**config.mk**
```make
export PLATFORM = sky130hd
export DESIGN_NAME = md5_stream_hash_unit
export DESIGN_NICKNAME = d
export VERILOG_FILES = /design/src/design/md5sh_pkg.sv /design/src/design/md5sh_ctrl.sv /design/src/design/md5sh_datapath.sv /design/src/design/md5_stream_hash_unit.sv
export VERILOG_INCLUDE_DIRS = /design/src /design/src/design
export SDC_FILE = /design/constraint.sdc
export NUM_CORES = 2
export LEC_CHECK = 0
export BUFFER_PORTS_ARGS = -buffer_cell sky130_fd_sc_hd__buf_2
export CORE_ASPECT_RATIO = 0.8
export CORE_MARGIN = 2
export CORE_UTILIZATION = 55
export CTS_CLUSTER_DIAMETER = 150
export DETAILED_ROUTE_END_ITERATION = 6
export PLACE_DENSITY_LB_ADDON = 0.05
export SLEW_MARGIN = 20
export SYNTH_ARGS = -nofsm -noshare
export SYNTH_HDL_FRONTEND = slang
export SYNTH_HIERARCHICAL = 1
export SYNTH_SLANG_ARGS = --single-unit
```
**constraint.sdc**
```tcl
create_clock -name clk -period 18.5 [get_ports clk]
set_input_delay 0 -clock clk [delete_from_list [all_inputs] [get_ports clk]]
set_output_delay 0 -clock clk [all_outputs]
set_load 0.03 [all_outputs]
```
**src/design/md5_stream_hash_unit_assert.svh**
```systemverilog
// ----------------------------------------------------------------------------
// md5_stream_hash_unit_assert
// Assertion macros shared by the MD5 stream hash unit modules.
// ----------------------------------------------------------------------------
`ifndef MD5_STREAM_HASH_UNIT_ASSERT_SVH
`define MD5_STREAM_HASH_UNIT_ASSERT_SVH

// Assertion helpers for the MD5 stream hash unit.
// Both expect signals named clk and rst in the calling scope.

// Consequent must hold in the same cycle as the antecedent.
`define MD5SH_ASSERT_SAME(label, ante, cons) \
  label: assert property (@(posedge clk) disable iff (rst) (ante) |-> (cons)) \
    else $error("md5sh: same-cycle check failed");

// Consequent must hold in the cycle after the antecedent.
`define MD5SH_ASSERT_NEXT(label, ante, cons) \
  label: assert property (@(posedge clk) disable iff (rst) (ante) |=> (cons)) \
    else $error("md5sh: next-cycle check failed");

`endif

```
**src/design/md5sh_pkg.sv**
```systemverilog
// ----------------------------------------------------------------------------
// md5sh_pkg
// Types, constants and round tables shared by the MD5 stream hash unit.
// ----------------------------------------------------------------------------
package md5sh_pkg;

  typedef struct packed {
    logic [7:0] data_byte;
    logic       byte_present;
    logic       last;
  } in_item_t;

  typedef struct packed {
    logic [63:0] digest_low;
    logic [63:0] digest_high;
  } out_item_t;

  // Controller -> datapath
  typedef struct packed {
    logic       take_byte;
    logic       put_pad;
    logic       put_len;
    logic       load_work;
    logic       do_round;
    logic       add_chain;
    logic       emit;
    logic [5:0] round_idx;
  } cmd_t;

  // Datapath -> controller
  typedef struct packed {
    logic [5:0] pos;
    logic       out_busy;
  } status_t;

  localparam logic [31:0] INIT_A = 32'h67452301;
  localparam logic [31:0] INIT_B = 32'hefcdab89;
  localparam logic [31:0] INIT_C = 32'h98badcfe;
  localparam logic [31:0] INIT_D = 32'h10325476;

  localparam logic [7:0] PAD_BYTE       = 8'h80;
  localparam logic [5:0] LAST_ROUND     = 6'd63;
  localparam logic [5:0] BLOCK_LAST_POS = 6'd63;
  localparam logic [5:0] PAD_LIMIT      = 6'd56;
  localparam logic [3:0] LEN_WORD_LO    = 4'd14;
  localparam logic [3:0] LEN_WORD_HI    = 4'd15;

  // Round group (bits 5:4 of the round index)
  localparam logic [1:0] GRP_F = 2'd0;
  localparam logic [1:0] GRP_G = 2'd1;
  localparam logic [1:0] GRP_H = 2'd2;
  localparam logic [1:0] GRP_I = 2'd3;

  // Message word used by round idx
  function automatic logic [3:0] msg_index(input logic [5:0] idx);
    logic [3:0] i;
    logic [3:0] g;
    i = idx[3:0];
    case (idx[5:4])
      GRP_F:   g = i;
      GRP_G:   g = (i << 2) + i + 4'd1;
      GRP_H:   g = (i << 1) + i + 4'd5;
      GRP_I:   g = (i << 3) - i;
      default: g = i;
    endcase
    return g;
  endfunction

  function automatic logic [4:0] rot_amt(input logic [5:0] idx);
    logic [4:0] s;
    case ({idx[5:4], idx[1:0]})
      4'b0000: s = 5'd7;
      4'b0001: s = 5'd12;
      4'b0010: s = 5'd17;
      4'b0011: s = 5'd22;
      4'b0100: s = 5'd5;
      4'b0101: s = 5'd9;
      4'b0110: s = 5'd14;
      4'b0111: s = 5'd20;
      4'b1000: s = 5'd4;
      4'b1001: s = 5'd11;
      4'b1010: s = 5'd16;
      4'b1011: s = 5'd23;
      4'b1100: s = 5'd6;
      4'b1101: s = 5'd10;
      4'b1110: s = 5'd15;
      4'b1111: s = 5'd21;
      default: s = 5'd7;
    endcase
    return s;
  endfunction

  function automatic logic [31:0] round_const(input logic [5:0] idx);
    logic [31:0] k;
    case (idx)
      6'd0:  k = 32'hd76aa478;  6'd1:  k = 32'he8c7b756;
      6'd2:  k = 32'h242070db;  6'd3:  k = 32'hc1bdceee;
      6'd4:  k = 32'hf57c0faf;  6'd5:  k = 32'h4787c62a;
      6'd6:  k = 32'ha8304613;  6'd7:  k = 32'hfd469501;
      6'd8:  k = 32'h698098d8;  6'd9:  k = 32'h8b44f7af;
      6'd10: k = 32'hffff5bb1;  6'd11: k = 32'h895cd7be;
      6'd12: k = 32'h6b901122;  6'd13: k = 32'hfd987193;
      6'd14: k = 32'ha679438e;  6'd15: k = 32'h49b40821;
      6'd16: k = 32'hf61e2562;  6'd17: k = 32'hc040b340;
      6'd18: k = 32'h265e5a51;  6'd19: k = 32'he9b6c7aa;
      6'd20: k = 32'hd62f105d;  6'd21: k = 32'h02441453;
      6'd22: k = 32'hd8a1e681;  6'd23: k = 32'he7d3fbc8;
      6'd24: k = 32'h21e1cde6;  6'd25: k = 32'hc33707d6;
      6'd26: k = 32'hf4d50d87;  6'd27: k = 32'h455a14ed;
      6'd28: k = 32'ha9e3e905;  6'd29: k = 32'hfcefa3f8;
      6'd30: k = 32'h676f02d9;  6'd31: k = 32'h8d2a4c8a;
      6'd32: k = 32'hfffa3942;  6'd33: k = 32'h8771f681;
      6'd34: k = 32'h6d9d6122;  6'd35: k = 32'hfde5380c;
      6'd36: k = 32'ha4beea44;  6'd37: k = 32'h4bdecfa9;
      6'd38: k = 32'hf6bb4b60;  6'd39: k = 32'hbebfbc70;
      6'd40: k = 32'h289b7ec6;  6'd41: k = 32'heaa127fa;
      6'd42: k = 32'hd4ef3085;  6'd43: k = 32'h04881d05;
      6'd44: k = 32'hd9d4d039;  6'd45: k = 32'he6db99e5;
      6'd46: k = 32'h1fa27cf8;  6'd47: k = 32'hc4ac5665;
      6'd48: k = 32'hf4292244;  6'd49: k = 32'h432aff97;
      6'd50: k = 32'hab9423a7;  6'd51: k = 32'hfc93a039;
      6'd52: k = 32'h655b59c3;  6'd53: k = 32'h8f0ccc92;
      6'd54: k = 32'hffeff47d;  6'd55: k = 32'h85845dd1;
      6'd56: k = 32'h6fa87e4f;  6'd57: k = 32'hfe2ce6e0;
      6'd58: k = 32'ha3014314;  6'd59: k = 32'h4e0811a1;
      6'd60: k = 32'hf7537e82;  6'd61: k = 32'hbd3af235;
      6'd62: k = 32'h2ad7d2bb;  6'd63: k = 32'heb86d391;
      default: k = 32'hd76aa478;
    endcase
    return k;
  endfunction

endpackage

```
**src/design/md5sh_ctrl.sv**
```systemverilog
// ----------------------------------------------------------------------------
// md5sh_ctrl
// Sequencer: input acceptance, padding steps, round counting, digest release.
// ----------------------------------------------------------------------------
`include "md5_stream_hash_unit_assert.svh"

module md5sh_ctrl (
  input  logic                clk,
  input  logic                rst,
  input  logic                in_valid,
  output logic                in_stall,
  input  md5sh_pkg::in_item_t in_item,
  input  md5sh_pkg::status_t  status,
  output md5sh_pkg::cmd_t     cmd
);

  typedef enum logic [5:0] {
    S_IDLE  = 6'b000001,
    S_PAD   = 6'b000010,
    S_LEN   = 6'b000100,
    S_ROUND = 6'b001000,
    S_ADD   = 6'b010000,
    S_EMIT  = 6'b100000
  } state_t;

  // Where to go once a compression has been folded into the chain
  typedef enum logic [1:0] {
    AFT_IDLE = 2'd0,
    AFT_PAD  = 2'd1,
    AFT_LEN  = 2'd2,
    AFT_EMIT = 2'd3
  } after_t;

  state_t     state, state_next;
  after_t     after, after_next;
  logic [5:0] round_idx, round_idx_next;

  assign in_stall = (state != S_IDLE);

  always_comb begin
    state_next     = state;
    after_next     = after;
    round_idx_next = round_idx;
    cmd            = '0;
    cmd.round_idx  = round_idx;
    case (state)
      S_IDLE: begin
        if (in_valid) begin
          cmd.take_byte = in_item.byte_present;
          if (in_item.byte_present && (status.pos == md5sh_pkg::BLOCK_LAST_POS)) begin
            cmd.load_work = 1'b1;
            after_next    = in_item.last ? AFT_PAD : AFT_IDLE;
            state_next    = S_ROUND;
          end else if (in_item.last) begin
            state_next = S_PAD;
          end
        end
      end
      S_PAD: begin
        cmd.put_pad = 1'b1;
        if (status.pos >= md5sh_pkg::PAD_LIMIT) begin
          // no room for the length: flush this block first
          cmd.load_work = 1'b1;
          after_next    = AFT_LEN;
          state_next    = S_ROUND;
        end else begin
          state_next = S_LEN;
        end
      end
      S_LEN: begin
        cmd.put_len   = 1'b1;
        cmd.load_work = 1'b1;
        after_next    = AFT_EMIT;
        state_next    = S_ROUND;
      end
      S_ROUND: begin
        cmd.do_round   = 1'b1;
        round_idx_next = round_idx + 6'd1;
        if (round_idx == md5sh_pkg::LAST_ROUND) begin
          state_next = S_ADD;
        end
      end
      S_ADD: begin
        cmd.add_chain = 1'b1;
        case (after)
          AFT_IDLE: state_next = S_IDLE;
          AFT_PAD:  state_next = S_PAD;
          AFT_LEN:  state_next = S_LEN;
          AFT_EMIT: state_next = S_EMIT;
          default:  state_next = S_IDLE;
        endcase
      end
      S_EMIT: begin
        if (!status.out_busy) begin
          cmd.emit   = 1'b1;
          state_next = S_IDLE;
        end
      end
      default: begin
        state_next = S_IDLE;
      end
    endcase
  end

  always_ff @(posedge clk) begin
    if (rst) begin
      state     <= S_IDLE;
      after     <= AFT_IDLE;
      round_idx <= '0;
    end else begin
      state     <= state_next;
      after     <= after_next;
      round_idx <= round_idx_next;
    end
  end

  `MD5SH_ASSERT_NEXT(a_last_round_adds, (state == S_ROUND) && (round_idx == md5sh_pkg::LAST_ROUND), state == S_ADD)
  `MD5SH_ASSERT_SAME(a_idx_zero_between_blocks, state != S_ROUND, round_idx == '0)
  `MD5SH_ASSERT_SAME(a_load_starts_rounds, cmd.load_work, state_next == S_ROUND)

endmodule

```
**src/design/md5sh_datapath.sv**
```systemverilog
// ----------------------------------------------------------------------------
// md5sh_datapath
// Block buffer, byte count, MD5 round unit, chaining words, output register.
// ----------------------------------------------------------------------------
`include "md5_stream_hash_unit_assert.svh"

module md5sh_datapath (
  input  logic                 clk,
  input  logic                 rst,
  input  md5sh_pkg::in_item_t  in_item,
  input  md5sh_pkg::cmd_t      cmd,
  output md5sh_pkg::status_t   status,
  output logic                 out_valid,
  input  logic                 out_stall,
  output md5sh_pkg::out_item_t out_item
);

  logic [31:0] chain_words [4];
  logic [31:0] block_words [16];
  logic [31:0] round_words [4];
  logic [31:0] count;

  logic [31:0] f, t, k, m, new_b;
  logic [3:0]  g;
  logic [4:0]  s;
  logic [63:0] rot_dbl;
  logic [5:0]  pos;

  assign pos             = count[5:0];
  assign status.pos      = pos;
  assign status.out_busy = out_valid & out_stall;

  // one MD5 round
  always_comb begin
    case (cmd.round_idx[5:4])
      md5sh_pkg::GRP_F: f = (round_words[1] & round_words[2]) |
                            (~round_words[1] & round_words[3]);
      md5sh_pkg::GRP_G: f = (round_words[3] & round_words[1]) |
                            (~round_words[3] & round_words[2]);
      md5sh_pkg::GRP_H: f = round_words[1] ^ round_words[2] ^ round_words[3];
      md5sh_pkg::GRP_I: f = round_words[2] ^ (round_words[1] | ~round_words[3]);
      default:          f = '0;
    endcase
    g       = md5sh_pkg::msg_index(cmd.round_idx);
    s       = md5sh_pkg::rot_amt(cmd.round_idx);
    k       = md5sh_pkg::round_const(cmd.round_idx);
    m       = block_words[g];
    t       = round_words[0] + f + k + m;
    rot_dbl = {t, t} << s;
    new_b   = round_words[1] + rot_dbl[63:32];
  end

  always_ff @(posedge clk) begin
    if (rst) begin
      chain_words[0] <= md5sh_pkg::INIT_A;
      chain_words[1] <= md5sh_pkg::INIT_B;
      chain_words[2] <= md5sh_pkg::INIT_C;
      chain_words[3] <= md5sh_pkg::INIT_D;
      for (int i = 0; i < 16; i++) begin
        block_words[i] <= '0;
      end
      count     <= '0;
      out_valid <= 1'b0;
    end else begin
      // byte lanes ahead of pos are always zero, so a plain write acts as an OR
      if (cmd.take_byte) begin
        block_words[pos[5:2]][{pos[1:0], 3'b000} +: 8] <= in_item.data_byte;
        count <= count + 32'd1;
      end
      if (cmd.put_pad) begin
        block_words[pos[5:2]][{pos[1:0], 3'b000} +: 8] <= md5sh_pkg::PAD_BYTE;
      end
      if (cmd.put_len) begin
        block_words[md5sh_pkg::LEN_WORD_LO] <= {count[28:0], 3'b000};
        block_words[md5sh_pkg::LEN_WORD_HI] <= '0;
      end
      if (cmd.add_chain) begin
        for (int i = 0; i < 4; i++) begin
          chain_words[i] <= chain_words[i] + round_words[i];
        end
        for (int i = 0; i < 16; i++) begin
          block_words[i] <= '0;
        end
      end
      if (cmd.emit) begin
        chain_words[0] <= md5sh_pkg::INIT_A;
        chain_words[1] <= md5sh_pkg::INIT_B;
        chain_words[2] <= md5sh_pkg::INIT_C;
        chain_words[3] <= md5sh_pkg::INIT_D;
        count          <= '0;
        out_valid      <= 1'b1;
      end else if (out_valid && !out_stall) begin
        out_valid <= 1'b0;
      end
    end
  end

  // working words and result payload: no reset
  always_ff @(posedge clk) begin
    if (cmd.load_work) begin
      for (int i = 0; i < 4; i++) begin
        round_words[i] <= chain_words[i];
      end
    end else if (cmd.do_round) begin
      round_words[0] <= round_words[3];
      round_words[1] <= new_b;
      round_words[2] <= round_words[1];
      round_words[3] <= round_words[2];
    end
    if (cmd.emit) begin
      out_item.digest_low  <= {chain_words[1], chain_words[0]};
      out_item.digest_high <= {chain_words[3], chain_words[2]};
    end
  end

  `MD5SH_ASSERT_SAME(a_emit_into_free_reg, cmd.emit, !(out_valid && out_stall))
  `MD5SH_ASSERT_NEXT(a_emit_restarts_msg, cmd.emit, out_valid && (count == '0))
  `MD5SH_ASSERT_NEXT(a_take_counts_up, cmd.take_byte, count == $past(count) + 32'd1)

endmodule

```
**src/design/md5_stream_hash_unit.sv**
```systemverilog
// ----------------------------------------------------------------------------
// md5_stream_hash_unit
// Byte-stream MD5: a byte that completes a 64-byte block stalls input while
// the block is compressed (64 rounds, then the chain add). A last item goes
// through pad, length, rounds and add before its digest is loaded; a pad that
// spills into another block, or a byte that closed a block, adds a compression.
// One MD5 round per cycle in a single shared round unit.
// Reset (rst, synchronous) loads the MD5 initial chain and clears the buffer.
// ----------------------------------------------------------------------------
//
// Structure
//   md5sh_ctrl     - one-hot sequencer: takes items, steps through padding,
//                    counts the 64 rounds, releases the digest.
//   md5sh_datapath - 16-word block buffer, 32-bit byte count, round unit,
//                    chaining words and the output register.
//
// Handshake
//   An item moves on a rising edge with valid high and stall low. Input is
//   taken only while the sequencer is idle. The digest sits in an output
//   register, so later bytes keep flowing while it waits to be taken; a new
//   digest waits only if the previous one is still stalled.
//
// Padding on a last item
//   0x80 goes after the final byte; if it lands at byte 56 or beyond, that
//   block is compressed first. The bit length (mod 2^32) goes in word 14,
//   word 15 stays zero, then the last block is compressed. After the digest
//   is loaded, the chain and count restart for the next message.

module md5_stream_hash_unit (
  input  logic                 clk,
  input  logic                 rst,
  input  logic                 in_valid,
  output logic                 in_stall,
  input  md5sh_pkg::in_item_t  in_item,
  output logic                 out_valid,
  input  logic                 out_stall,
  output md5sh_pkg::out_item_t out_item
);

  md5sh_pkg::cmd_t    cmd;
  md5sh_pkg::status_t status;

  md5sh_ctrl u_ctrl (
    .clk      (clk),
    .rst      (rst),
    .in_valid (in_valid),
    .in_stall (in_stall),
    .in_item  (in_item),
    .status   (status),
    .cmd      (cmd)
  );

  md5sh_datapath u_datapath (
    .clk       (clk),
    .rst       (rst),
    .in_item   (in_item),
    .cmd       (cmd),
    .status    (status),
    .out_valid (out_valid),
    .out_stall (out_stall),
    .out_item  (out_item)
  );

endmodule

```
==> summary.txt <==
Clocking
  – # H-tree levels: 3
  – Clock latency on the worst-skew pair: 720 ps
  – Num CTS Buffers: 94
  – Worst-path clk slew: 70 ps
  – CTS resizes: 0
  – CTS sink cnt: 940
  – CTS tree: done
  – CTS root buf: clkbuf_16
  – CTS max path bufs: 3

Synthesis
  – Sequential-to-total area share from yosys stat: 48.8%
  – Main area contributors after synthesis: edfxtp_1 45%, nand2_1 5.7%, mux4_2 5.4%, nor2_1 5.4%, ha_1 4.9%
  – Area leader, netlist: edfxtp_1
  – Ys async rst share: 0%
  – Syn Inst Count: 5438
  – Unique cell type count in the Yosys netlist: 92
  – Top cell type's share of synthesized area: 45.0%
  – Yosys warns: 6
  – Synth Register Bits: 940
  – Syn nets: 5737
  – Avg Inst Size Synth: 10.2 um2
  – Post-synthesis cell area: 55600 um2
  – Ys flop type: edfxtp_1
  – Post-synth EDFFs: 832

Power and ir drop
  – Pleak: 22.6 nW
  – Switch Pwr: 1.23 mW
  – Sequential power share: 48.6%
  – Clock power share: 40.7%
  – Max VDD drop: 0.0987 mV
  – Internal power: 3.66 mW
  – Final Power: 4.88 mW
  – Combinational power share: 10.7%
  – Sw Share: 25.1%
  – Power per cell area: 80.3 nW/um2

Setup path
  – Worst path max stage delay: 640 ps
  – Critical Path Fanout Max: 46
  – Data arrival, critical path: 13430 ps
  – Type of the worst setup path: register to register
  – Startpoint types: register
  – Worst path slowest cell: buf_4
  – Worst path required time: 18930 ps
  – Worst Setup End Kind: register
  – Critical path's most frequent cell: a21oi_1

Floorplanning
  – Die Ht: 288 um
  – Top-Level Pins: 144
  – Core area: 100000 um2
  – Num rows: 104
  – Die width: 359 um
  – DIE AREA: 104000 um2
  – Initial Util: 55.4%

STA
  – Fin crit share: 70.3%
  – Max Slew Vio Count: 0
  – RSZ-0062 raised after global routing: no
  – Tmin final: 13000 ps
  – Worst Clk Skew: 59.5 ps
  – Setup TNS: 0 ps
  – Endpoints failing setup: 0
  – FMAX: 0.0769 GHz
  – Final Hold Fails: 0
  – Worst slew pin tran: 1280 ps
  – Slew headroom: 14.1%

Placement
  – Port Buffers: 143
  – RD Place Congestion: 1.04
  – Placed cells: 6693
  – DP Wirelength: 131000 um

Worst hold path
  – Hold crit path type: primary input to register

Layout
  – Final non-filler cell total: 6883
  – Area growth syn-to-layout: 9.45%
  – Final #Nets: 5773
  – Most common cell after layout, fill and taps aside: nand2_1
  – Layout cells sized above 1: 10.2%
  – Commonest cells after routing, fill and taps aside: 840 x nand2_1, 832 x edfxtp_1, 792 x nor2_1

Global routing
  – GRT Util Overall: 34.2%
  – Initial antenna violation count: 7
  – Gr ovfl total: 0
  – Pin count of the biggest net entering global routing: 105
  – First-pass GRT wire length: 264000 um
  – Vias in the first global route: 40200

Status
  – Status: complete, no violations

Routing
  – Via/cell ratio: 6.31
  – Residual DRC: 0
  – Final WL: 179000 um
  – Wirelength per Cell: 26.0 um
  – Initial DRC count: 5674
  – Post-DRT Antenna Nets: 0
  – DRT Pass-1 Iters: 6
  – Routed vias: 43500

Job
  – Number of max-cap violations: 0
## registers in the layout, summed over array words and instances (netlist names)
name,cells
u_ctrl/round_idx,6
u_datapath/out_valid,1
u_datapath/block_words,512
u_datapath/chain_words,128
u_ctrl/state,6
u_ctrl/after,2
u_datapath/out_item,128
u_datapath/count,29
u_datapath/round_words,128
## power by group through the flow
stage | clock network (mW) | logic (mW) | registers [mW]
2_1_floorplan | 0 | 0.360 | 2.41
3_3_place_gp | 0 | 0.502 | 2.42
3_5_place_dp | 0 | 0.503 | 2.42
4_1_cts | 2.02 | 0.509 | 2.37
5_1_grt | 2.10 | 0.568 | 2.38
6_report | 1.99 | 0.522 | 2.37
## final cells by class
| cell class | instances | area (um2) |
|---|---|---|
| clock inverters | 61 | 718 |
| multi-input cells | 4011 | 26700 |
| flip-flops and latches | 940 | 27200 |
| fillers | 8434 | 39500 |
| well taps | 1325 | 1660 |
| repair buffers | 220 | 1330 |
| inverters | 207 | 777 |
| diodes | 3 | 7.51 |
| clock buffers | 116 | 2500 |
## timing repair
item / CTS / global route
hold endpoints to repair: 41 / 0
hold buffers: 9 / 0
setup buffers: 0 / 0
## worst max-delay path, delay by kind of cell (launching register included)
kind | cells | cell delay [ps]
compound gates | 21 | 5440
fa+ha+maj | 7 | 2940
buf+inv | 6 | 1560
simple gates | 5 | 1280
mux | 3 | 930
flops | 1 | 310
xor+xnor | 1 | 170
## logic make-up after synthesis
group                    Yosys count  synth area share [%]
adder cells (fa/ha/maj)          285                  7.33
flip-flops                       940                  48.8
buffers and inverters            487                  3.42
AO/OA/AOI/OAI                   1121                  12.5
multiplexers                     270                  7.94
XOR/XNOR                         241                  3.86
AND/OR/NAND/NOR                 2094                  16.1
## per-stage QoR
| step | area [um2] | hold slack [ps] | worst slack [ps] | util, % |
|---|---|---|---|---|
| final | 60800 | 205 | 5500 | 60.6 |
| after detailed placement | 57500 | 449 | 5880 | 57.3 |
| after global placement | 57500 | 448 | 6050 | 57.3 |
| after floorplan | 55600 | 72.4 | 2060 | - |
| after CTS | 60800 | 123 | 5810 | 60.6 |
| after global routing | 60800 | 218 | 4790 | 60.6 |
## metal layers
layer	up-vias	GRT usage [%]	share of wire (%)
li1	19700	-	-
met1	21200	52.8	45
met2	2319	47.3	40
met3	235	9.53	13
met4	2	8.57	2.3
met5	-	0	0.0073
## worst paths after layout
path | start | to | slack [ps] | cells after the start
worst min register to register | u_datapath/chain_words[2][15] | u_datapath/out_item[15] | 480 | 0
worst max register to register | u_ctrl/round_idx[1] | u_datapath/round_words[1][30] | 5500 | 43
worst min-delay path | in_item[3] | u_datapath/block_words[2][17] | 200 | 3
worst max-delay path | u_ctrl/round_idx[1] | u_datapath/round_words[1][30] | 5500 | 43
## cells in the mapped netlist, drive strengths merged, types with 9 or more instances
master     n
o31a      12
a21o      75
o21ai    304
and3      39
clkbuf   205
a31oi     63
nand2    841
o311ai     9
a21oi    334
buf       75
nand3     84
mux2      23
ha       217
nor4      17
xor2     103
o211ai    26
nand3b    10
a22o      13
and2      28
edfxtp   832
nor3b     11
nand2b    44
o22ai     18
dfxtp    108
nor2     796
a211oi    62
or3       17
mux2i    113
nor2b     79
o31ai     20
mux4     134
a311oi    22
a211o     10
fa        68
xnor2    136
a21boi    19
o21a      28
inv      204
a31o      10
o21bai    13
nor3      71
a2111oi    9
nand4     23
(Power assumes the default switching activity.)
